## config.mk

```make
export PLATFORM = sky130hd
export DESIGN_NAME = matrix_multiply_4x4
export DESIGN_NICKNAME = d
export VERILOG_FILES = /design/src/hdl/mm4_pkg.sv /design/src/hdl/mm4_ram.sv /design/src/hdl/mm4_mac.sv /design/src/hdl/matrix_multiply_4x4.sv
export VERILOG_INCLUDE_DIRS = /design/src /design/src/hdl
export SDC_FILE = /design/constraint.sdc
export NUM_CORES = 2
export LEC_CHECK = 0
export BUFFER_PORTS_ARGS = -buffer_cell sky130_fd_sc_hd__buf_2
export CAP_MARGIN = 0
export CORE_ASPECT_RATIO = 1.25
export CORE_MARGIN = 3
export CORE_UTILIZATION = 55
export DETAILED_ROUTE_END_ITERATION = 8
export GPL_ROUTABILITY_DRIVEN = 0
export PLACE_DENSITY = 0.78
export SLEW_MARGIN = 30
export SYNTH_ARGS = -nofsm -noshare
export SYNTH_HDL_FRONTEND = slang
export SYNTH_SLANG_ARGS = --single-unit
```

## constraint.sdc

```tcl
create_clock -name i_clk -period 10.8 [get_ports i_clk]
set_input_delay 0.54 -clock i_clk [delete_from_list [all_inputs] [get_ports i_clk]]
set_output_delay 0.54 -clock i_clk [all_outputs]
set_load 0.02 [all_outputs]
```

## src/hdl/matrix_multiply_4x4_macros.svh

```systemverilog
`ifndef MATRIX_MULTIPLY_4X4_MACROS_SVH
`define MATRIX_MULTIPLY_4X4_MACROS_SVH

// Checks that the consequent holds in the same cycle as the antecedent.
`define MM4_ASSERT_SAME(label, clk, rst_n, ante, cons, msg) \
    label: assert property (@(posedge clk) disable iff (!(rst_n)) (ante) |-> (cons)) \
        else $error(msg);

// Checks that the consequent holds in the cycle after the antecedent.
`define MM4_ASSERT_NEXT(label, clk, rst_n, ante, cons, msg) \
    label: assert property (@(posedge clk) disable iff (!(rst_n)) (ante) |=> (cons)) \
        else $error(msg);

`endif

```

## src/hdl/mm4_pkg.sv

```systemverilog
package mm4_pkg;

    localparam int VALUE_W = 32;
    localparam int PROD_W  = 2 * VALUE_W;

    localparam logic signed [VALUE_W-1:0] SAT_MAX = 32'sh7fff_ffff;
    localparam logic signed [VALUE_W-1:0] SAT_MIN = 32'sh8000_0000;

    typedef struct packed {
        logic vld;
        logic first;
        logic last;
    } t_mac_ctrl;

endpackage

```

## src/hdl/mm4_ram.sv

```systemverilog
module mm4_ram
    import mm4_pkg::*;
#(
    parameter int DEPTH  = 16,
    parameter int ADDR_W = 4
) (
    input  logic                      i_clk,
    input  logic                      i_we,
    input  logic [ADDR_W-1:0]         i_waddr,
    input  logic signed [VALUE_W-1:0] i_wdata,
    input  logic [ADDR_W-1:0]         i_raddr,
    output logic signed [VALUE_W-1:0] o_rdata
);

    logic signed [VALUE_W-1:0] r_mem [DEPTH];
    logic signed [VALUE_W-1:0] r_rdata;

    always_ff @(posedge i_clk) begin
        if (i_we) begin
            r_mem[i_waddr] <= i_wdata;
        end
        r_rdata <= r_mem[i_raddr];
    end

    assign o_rdata = r_rdata;

endmodule

```

## src/hdl/mm4_mac.sv

```systemverilog
module mm4_mac
    import mm4_pkg::*;
#(
    parameter int DIM       = 4,
    parameter int FRAC_BITS = 16
) (
    input  logic                      i_clk,
    input  logic                      i_rst_n,
    input  t_mac_ctrl                 i_ctrl,
    input  logic signed [VALUE_W-1:0] i_a,
    input  logic signed [VALUE_W-1:0] i_b,
    output logic                      o_done,
    output logic signed [VALUE_W-1:0] o_value
);

    localparam int ACC_W = PROD_W + $clog2(DIM);

    logic signed [PROD_W-1:0] r_prod;
    t_mac_ctrl                r_mul_ctrl;
    logic signed [ACC_W-1:0]  r_acc;
    logic                     r_done;

    logic signed [ACC_W-1:0]  w_prod_ext;
    logic signed [ACC_W-1:0]  w_shifted;
    logic                     w_fits;

    assign w_prod_ext = {{(ACC_W-PROD_W){r_prod[PROD_W-1]}}, r_prod};

    always_ff @(posedge i_clk) begin
        if (!i_rst_n) begin
            r_mul_ctrl <= '0;
            r_done     <= 1'b0;
        end else begin
            r_mul_ctrl <= i_ctrl;
            r_done     <= r_mul_ctrl.vld & r_mul_ctrl.last;
        end
        r_prod <= i_a * i_b;
        if (r_mul_ctrl.vld) begin
            r_acc <= r_mul_ctrl.first ? w_prod_ext : r_acc + w_prod_ext;
        end
    end

    // The exact sum is floored by the shift, then clamped to the 32-bit range.
    assign w_shifted = r_acc >>> FRAC_BITS;
    assign w_fits    = (&w_shifted[ACC_W-1:VALUE_W-1]) | ~(|w_shifted[ACC_W-1:VALUE_W-1]);
    assign o_value   = w_fits ? w_shifted[VALUE_W-1:0] : (r_acc[ACC_W-1] ? SAT_MIN : SAT_MAX);
    assign o_done    = r_done;

endmodule

```

## src/hdl/matrix_multiply_4x4.sv

```systemverilog
// Fixed-point DIM x DIM matrix multiplier, signed Q16.16 by default.
// Input channel (i_in_valid / o_in_ready): each word writes one element of the
// first or second matrix at a flat index; an index past the matrix is dropped.
// A word with compute_now set stores its element and then starts a product.
// Loads are taken one per cycle while no product is running.
// Output channel (o_out_valid / i_out_ready): a product streams DIM*DIM words
// in flat index order, the last one flagged. result[i][j] is the sum over k of
// first[k][j] * second[i][k], floored by FRAC_BITS and saturated to 32 bits.
// Each result element takes DIM reads of the two element memories (one read
// port each), then multiply, accumulate and hand-off; the reads for the next
// element start only after that hand-off.
// A stall on the output holds the finished word in the output register and
// pauses the sequencer; no word is lost. The input is not ready during a
// product. Reset clears the control state; the matrix memories keep their
// contents and must be loaded before the first product.
`include "matrix_multiply_4x4_macros.svh"

module matrix_multiply_4x4
    import mm4_pkg::*;
#(
    parameter int DIM       = 4,
    parameter int FRAC_BITS = 16
) (
    input  logic                                   i_clk,
    input  logic                                   i_rst_n,
    input  logic                                   i_in_valid,
    output logic                                   o_in_ready,
    input  logic                                   i_operand_select,
    input  logic [$clog2(DIM*DIM)-1:0]             i_element_index,
    input  logic signed [VALUE_W-1:0]              i_element_value,
    input  logic                                   i_compute_now,
    output logic                                   o_out_valid,
    input  logic                                   i_out_ready,
    output logic [$clog2(DIM*DIM)-1:0]             o_result_index,
    output logic signed [VALUE_W-1:0]              o_result_value,
    output logic                                   o_last_result
);

    localparam int CELLS = DIM * DIM;
    localparam int IDX_W = $clog2(CELLS);
    localparam int K_W   = $clog2(DIM);

    typedef enum logic [1:0] {
        S_IDLE,
        S_ISSUE,
        S_WAIT,
        S_EMIT
    } t_state;

    t_state                    r_state;
    logic [K_W-1:0]            r_row;
    logic [K_W-1:0]            r_col;
    logic [K_W-1:0]            r_k;
    t_mac_ctrl                 r_rd_ctrl;
    logic                      r_out_valid;
    logic [IDX_W-1:0]          r_out_index;
    logic signed [VALUE_W-1:0] r_out_value;
    logic                      r_out_last;

    logic                      w_in_take;
    logic                      w_in_range;
    logic                      w_out_free;
    logic                      w_last_cell;
    logic [IDX_W-1:0]          w_first_raddr;
    logic [IDX_W-1:0]          w_second_raddr;
    logic signed [VALUE_W-1:0] w_first_rdata;
    logic signed [VALUE_W-1:0] w_second_rdata;
    logic                      w_mac_done;
    logic signed [VALUE_W-1:0] w_mac_value;

    assign o_in_ready     = (r_state == S_IDLE);
    assign w_in_take      = i_in_valid & o_in_ready;
    assign w_in_range     = {1'b0, i_element_index} < (IDX_W+1)'(CELLS);
    assign w_out_free     = ~r_out_valid | i_out_ready;
    assign w_last_cell    = (r_row == K_W'(DIM-1)) && (r_col == K_W'(DIM-1));
    assign w_first_raddr  = IDX_W'(r_k * DIM + r_col);
    assign w_second_raddr = IDX_W'(r_row * DIM + r_k);

    mm4_ram #(
        .DEPTH  (CELLS),
        .ADDR_W (IDX_W)
    ) u_first_ram (
        .i_clk   (i_clk),
        .i_we    (w_in_take & w_in_range & ~i_operand_select),
        .i_waddr (i_element_index),
        .i_wdata (i_element_value),
        .i_raddr (w_first_raddr),
        .o_rdata (w_first_rdata)
    );

    mm4_ram #(
        .DEPTH  (CELLS),
        .ADDR_W (IDX_W)
    ) u_second_ram (
        .i_clk   (i_clk),
        .i_we    (w_in_take & w_in_range & i_operand_select),
        .i_waddr (i_element_index),
        .i_wdata (i_element_value),
        .i_raddr (w_second_raddr),
        .o_rdata (w_second_rdata)
    );

    mm4_mac #(
        .DIM       (DIM),
        .FRAC_BITS (FRAC_BITS)
    ) u_mac (
        .i_clk   (i_clk),
        .i_rst_n (i_rst_n),
        .i_ctrl  (r_rd_ctrl),
        .i_a     (w_first_rdata),
        .i_b     (w_second_rdata),
        .o_done  (w_mac_done),
        .o_value (w_mac_value)
    );

    always_ff @(posedge i_clk) begin
        if (!i_rst_n) begin
            r_state     <= S_IDLE;
            r_row       <= '0;
            r_col       <= '0;
            r_k         <= '0;
            r_rd_ctrl   <= '0;
            r_out_valid <= 1'b0;
        end else begin
            r_rd_ctrl.vld   <= (r_state == S_ISSUE);
            r_rd_ctrl.first <= (r_k == '0);
            r_rd_ctrl.last  <= (r_k == K_W'(DIM-1));
            if (r_out_valid && i_out_ready) begin
                r_out_valid <= 1'b0;
            end
            case (r_state)
                S_IDLE: begin
                    if (w_in_take && i_compute_now) begin
                        r_state <= S_ISSUE;
                    end
                end
                S_ISSUE: begin
                    if (r_k == K_W'(DIM-1)) begin
                        r_k     <= '0;
                        r_state <= S_WAIT;
                    end else begin
                        r_k <= r_k + 1'b1;
                    end
                end
                S_WAIT: begin
                    if (w_mac_done) begin
                        r_state <= S_EMIT;
                    end
                end
                S_EMIT: begin
                    if (w_out_free) begin
                        r_out_valid <= 1'b1;
                        r_out_index <= IDX_W'(r_row * DIM + r_col);
                        r_out_value <= w_mac_value;
                        r_out_last  <= w_last_cell;
                        if (w_last_cell) begin
                            r_row   <= '0;
                            r_col   <= '0;
                            r_state <= S_IDLE;
                        end else begin
                            if (r_col == K_W'(DIM-1)) begin
                                r_col <= '0;
                                r_row <= r_row + 1'b1;
                            end else begin
                                r_col <= r_col + 1'b1;
                            end
                            r_state <= S_ISSUE;
                        end
                    end
                end
                default: begin
                    r_state <= S_IDLE;
                end
            endcase
        end
    end

    assign o_out_valid    = r_out_valid;
    assign o_result_index = r_out_index;
    assign o_result_value = r_out_value;
    assign o_last_result  = r_out_last;

    `MM4_ASSERT_SAME(a_done_while_waiting, i_clk, i_rst_n, w_mac_done, r_state == S_WAIT, "accumulation finished outside the wait state")
    `MM4_ASSERT_SAME(a_last_index, i_clk, i_rst_n, o_out_valid && o_last_result, o_result_index == IDX_W'(CELLS-1), "last word carries the wrong index")
    `MM4_ASSERT_NEXT(a_compute_starts, i_clk, i_rst_n, w_in_take && i_compute_now, r_state == S_ISSUE && r_row == '0 && r_col == '0, "compute word did not start a product at the first element")

endmodule
```

; Yosys cells after proc, flatten, opt, wreduce, memory -nomap -nowiden
; Memory sizes are Yosys's and may differ from the RTL's. A register that Yosys moved wholly into a read port is not among the register bits.
; Index checks and enable logic that the tools add are counted.
[totals]
wordCells = 79
ff_bits = 183
output_inout_bits = 39
mem_bits_rw = 1024
memories = 2
input_bits = 42
[memory_table]
columns = memory, words, word_bits, read_ports, rd_clocked_by_memory_dff, write_ports, line_no
row1 = u_first_ram.r_mem, 16, 32, 1, 1, 1, mm4_ram.sv:15  ; logic signed [VALUE_W-1:0] r_mem [DEPTH];
row2 = u_second_ram.r_mem, 16, 32, 1, 1, 1, mm4_ram.sv:15
[classes]
bitwise = 9
multipliers = 1
n_reduce_logical = 12
n_mux = 21
n_eq_ne = 10
add_sub_neg = 7
[ops]
columns = op, count
row1 = $add 66x64->66, 1
row2 = $mux 66, 1
row3 = $mul 32x32->64, 1
row4 = $mux 32, 2
row5 = $reduce_and 19->1, 1
row6 = $reduce_or 19->1, 1
row7 = $mux 2, 9
row8 = $add 4x2->4, 3
row9 = $eq 2x2->1 const B, 5
row10 = $mux 1, 8
row11 = $pmux 2 s4, 1
row12 = $add 2x1->2 const B, 3
row13 = $ne 2x1->1 const B, 3
row14 = $reduce_and 3->1, 2
row15 = $and 1x1->1, 4
row16 = $logic_not 2->1, 2
row17 = $reduce_and 4->1, 1
row18 = $logic_and 1x1->1, 3
row19 = $not 1->1, 3
row20 = $eq 2x1->1 const B, 1
row21 = $ne 2x2->1 const B, 1
row22 = $or 1x1->1, 2
row23 = $reduce_and 2->1, 1
row24 = $reduce_bool 2->1, 1

; Depth between registers and ports, before layout
[depth]
ltp_word = 5
depth_mapped = 29

; Cells and area by module
; From an unflattened synthesis, not the netlist that was laid out.
[unflattened]
hier_cells = 6706
area_unflattened_um2 = 86596.8
[by_module_without_submodules]
columns = mod, instances, seq_area_each_um2, cells_each, area_per_inst_um2
row1 = mm4_mac, 1, 3343.2, 4925, 45178.3
row2 = mm4_ram at u_second_ram, 1, 16015.4, 838, 19854.0
row3 = mm4_ram at u_first_ram, 1, 16015.4, 838, 19835.3
row4 = matrix_multiply_4x4, 1, 1351.3, 105, 1729.2

; Worst setup path before layout
; OpenSTA, ideal clock, no wires.
[synth_path]
path_kind = register -> register
start = register u_first_ram.r_rdata[31] (netlist: u_first_ram.o_rdata[31]) (read register of u_first_ram.r_mem)
end = register u_mac.r_prod[62]
setup_slack_ps = 3129
setup_time_ps = 133
required_time_ps = 10667
arrival_ps = 7537
path_stages_with_launch = 26
period_less_slack_ps = 7671
cell_sequence = dfxtp_1 clkbuf_1 nand2_1 inv_1 fa_1 inv_1 fa_1 inv_1 fa_1 fa_1 inv_1 fa_1 fa_1 fa_1 fa_1 inv_1 ha_1 nand2_1 nor2_1 a31o_2 nor4_2 a211oi_2 o2111ai_2 a31oi_2 nor4b_1 a311oi_1
[synth_between]
elab_chain_len = 1
[synth_lines]
columns = item, line_no
row1 = "start, declared", mm4_ram.sv:16  ; logic signed [VALUE_W-1:0] r_rdata;
row2 = $mul 32x32->64, mm4_mac.sv:37  ; r_prod <= i_a * i_b;
row3 = "end signal, assigned", mm4_mac.sv:37
row4 = "end, declared", mm4_mac.sv:18  ; logic signed [PROD_W-1:0] r_prod;
; Every way passes these cells.
; A chain may end at the register's enable or synchronous reset.

; Final worst setup path
[layout_path]
start = register u_second_ram.r_rdata[5] (netlist: u_second_ram.o_rdata[5]) (read register of u_second_ram.r_mem)
end = register u_mac.r_prod[54]
[layout_between]
elab_chain_len = 1
[layout_lines]
columns = item, line_no
row1 = "start, declared", mm4_ram.sv:16
row2 = $mul 32x32->64, mm4_mac.sv:37
; Every way passes these cells.

==> run_results.csv <==
group,metric,value,unit
synthesis,synthArstFlopShare,0,%
synthesis,ys.flop_type,"edfxtp_1",
cts,cts_resized,0,
synthesis,synth_edf_count,1127,
routing,viasPerCell,5.96,
floorplan,die_w,359,um
timing,layout_min_cycle_time,8.75,ns
global_route,grt_max_degree,100,
cts,cts_sinks,1271,
floorplan,dieHeight,447,um
floorplan,coreArea,155000,um^2
floorplan,start_util,55.5,%
routing,drt_iter0_drc,4364,
synthesis,ys_ff_latch,1271,
timing,max_clock_freq,0.114,GHz
timing,max_slew.worst_pin.slew,1.07,ns
floorplan,dieArea,161000,um^2
cts,cts_max_level,3,
synthesis,synth_nets,7756,
cts,cts_buffer_depth,3,
floorplan,ios,81,
cts,clk_latency,0.77,ns
synthesis,netlist_area,85700,um^2
cts,path_clk_slew,0.06,ns
routing,antenna_left,0,
cts,clockRootBuffer,"clkbuf_16",
setup_path,critPathArrivalTime,9.37,ns
routing,vias,50714,
placement,port-buffer-count,80,
synthesis,synth_seq_area_share,42.8,%
setup_path,crit_required,11.42,ns
layout,nNetsFinal,7748,
synthesis,synth_area_per_cell,13.5,um^2
synthesis,synthDominantCellAreaShare,39.5,%
global_route,antenna_found_initial,12,
timing,clock_skew,0.0575,ns
synthesis,synth_cells,6373,
layout,layout-area-overhead-vs-synth,7.84,%
global_route,grt_pass1_wl,325000,um
synthesis,ys_types,96,
timing,setup_violations,0,
setup_path,cp_max_fo,32,
layout,layout_commonest_cell,"edfxtp_1",
layout,drive_above_1_share,12.1,%
routing,detail_route.wl_per_cell,24.5,um
timing,slew_headroom,28.3,%
synthesis,yosysWarnings,0,
setup_path,criticalPathCategory,"flop to flop",
timing,maxSlewViolCount,0,
setup_path,cp-end-kind,"flop",
cts,cts_made_buffers,118,
run,cap_violations,0,
placement,post-dp-hpwl,141000,um
layout,layout_common_cells,"edfxtp_1, fa_1, inv_1, nand2_1, and2_1",
floorplan,rows,161,
routing,wl,208000,um
cts,tritoncts,"yes",
setup_path,start_kind,"flop",
cts,post-cts-setup-buffers,0,
worst_hold_path,hold_class,"primary input to flop",
cts,hold_buffers,0,
global_route,overflow,0,
timing,hold_viol_final,0,
timing,rsz0062_at_grt,"no",
synthesis,ys_top_cells_by_area,"edfxtp_1, fa_1, mux4_2",
synthesis,synth_top_area_cell,"edfxtp_1",
routing,dr.pass1.iters,6,
timing,fin_crit_sh,81.1,%
timing,tns,0,ns
global_route,gr-usage-all-layers,26.6,%
global_route,grt_pass1_vias,55945,
routing,route.detailed.drc,0,
outcome,status,"completed",
==> sequential cells by signal, summed over array words and instances (netlist names), 3 cells and up <==
| signal | cells |
|---|---|
| u_mac.r_acc | 66 |
| r_rd_ctrl | 3 |
| o_result_value | 32 |
| u_second_ram.r_mem | 512 |
| u_mac.r_prod | 64 |
| u_first_ram.o_rdata | 32 |
| u_mac.r_mul_ctrl | 3 |
| u_second_ram.o_rdata | 32 |
| u_first_ram.r_mem | 512 |
| o_result_index | 4 |
==> cells in the mapped netlist (4+ instances only) <==
| master | instances |
|---|---|
| a31oi_1 | 11 |
| and3_1 | 16 |
| fa_1 | 1083 |
| edfxtp_1 | 1127 |
| o21ai_0 | 115 |
| mux2i_1 | 4 |
| a221oi_1 | 4 |
| buf_2 | 5 |
| dfxtp_1 | 144 |
| a21oi_1 | 129 |
| mux4_2 | 320 |
| nand2b_1 | 23 |
| o21a_1 | 18 |
| a211oi_1 | 15 |
| ha_1 | 258 |
| a2111oi_0 | 4 |
| mux2_2 | 4 |
| and2_1 | 529 |
| nor2_1 | 112 |
| o21bai_1 | 16 |
| nor3_1 | 23 |
| o31ai_1 | 11 |
| nand4_1 | 22 |
| a21o_1 | 100 |
| inv_1 | 1019 |
| nor2b_1 | 41 |
| nand3_1 | 32 |
| nor4_1 | 7 |
| buf_1 | 26 |
| o21ai_1 | 15 |
| xnor2_1 | 83 |
| clkbuf_1 | 271 |
| a211o_1 | 4 |
| or3_1 | 5 |
| xor2_1 | 40 |
| a211oi_2 | 5 |
| o211ai_1 | 7 |
| nand2_1 | 638 |
==> per-stage QoR <==
step / hold WS, ns / std cells / cell area [um^2] / setup slack, ns / util (%)
after floorplan: 0.412 / 6373 / 85700 / 3.13 / -
final: 0.0954 / 8509 / 92500 / 2.05 / 59.8
after CTS: 0.0414 / 8504 / 92400 / 1.67 / 59.8
after global routing: 0.0961 / 8506 / 92400 / 1.42 / 59.8
after detailed placement: 0.447 / 8281 / 88600 / 1.66 / 57.3
after global placement: 0.415 / 8280 / 88500 / 1.85 / 57.3
==> metal layers <==
metal | vias to the layer above | track usage [%] | wire (um)
met1 | 26201 | 31.5 | 72900
met5 | - | 0 | 26
li1 | 21180 | - | -
met2 | 2611 | 46.6 | 106000
met3 | 718 | 5.33 | 17800
met4 | 4 | 13.3 | 11100
==> cell type report <==
cell class | instances | area, um^2
well taps | 2037 | 2550
clock inverters | 65 | 604
inverters | 1020 | 3830
flip-flops and latches | 1271 | 36800
clock buffers | 158 | 3230
diodes | 4 | 10.0
fillers | 11306 | 62100
multi-input cells | 3777 | 44300
repair buffers | 177 | 1180
==> cells by family after synthesis <==
family                   count (synthesis)  share of synthesized area, %
AND/OR/NAND/NOR                       1475                          8.56
flip-flops                            1271                          42.8
XOR/XNOR                               123                          1.26
adder cells (fa/ha/maj)               1341                          29.1
AO/OA/AOI/OAI                          510                          3.96
buffers and inverters                 1325                          5.83
multiplexers                           328                          8.51
==> worst max-delay path: stages (launching register included) <==
cell and delay, ns:
dfxtp_2 0.71, nand2_1 0.24, inv_1 0.15, fa_1 0.40
inv_1 0.24, fa_1 0.47, inv_1 0.22, fa_1 0.50
fa_1 0.90, inv_1 0.41, fa_1 0.58, fa_1 0.57
fa_1 0.44, fa_1 0.52, inv_1 0.05, ha_1 0.39
nand2_1 0.11, nor2_1 0.15, nand3_1 0.11, nor3_1 0.20
nor4_2 0.09, a211oi_2 0.43, o2111ai_2 0.20, a31oi_2 0.30
a21oi_1 0.12, xnor2_1 0.14
==> final timing paths <==
kind | start | end | slack [ns] | cells after the start
worst max-delay path | u_second_ram.o_rdata[5] | u_mac.r_prod[54] | 2.05 | 25
worst min-delay path | i_rst_n | r_rd_ctrl[0] | 0.1 | 2
worst max register to register | u_second_ram.o_rdata[5] | u_mac.r_prod[54] | 2.05 | 25
worst min register to register | r_rd_ctrl[0] | u_mac.r_mul_ctrl[0] | 0.45 | 1
Power is left out: the tool's default activity adds up to more than one toggle a clock period on the data nets, which glitch-free logic cannot reach.
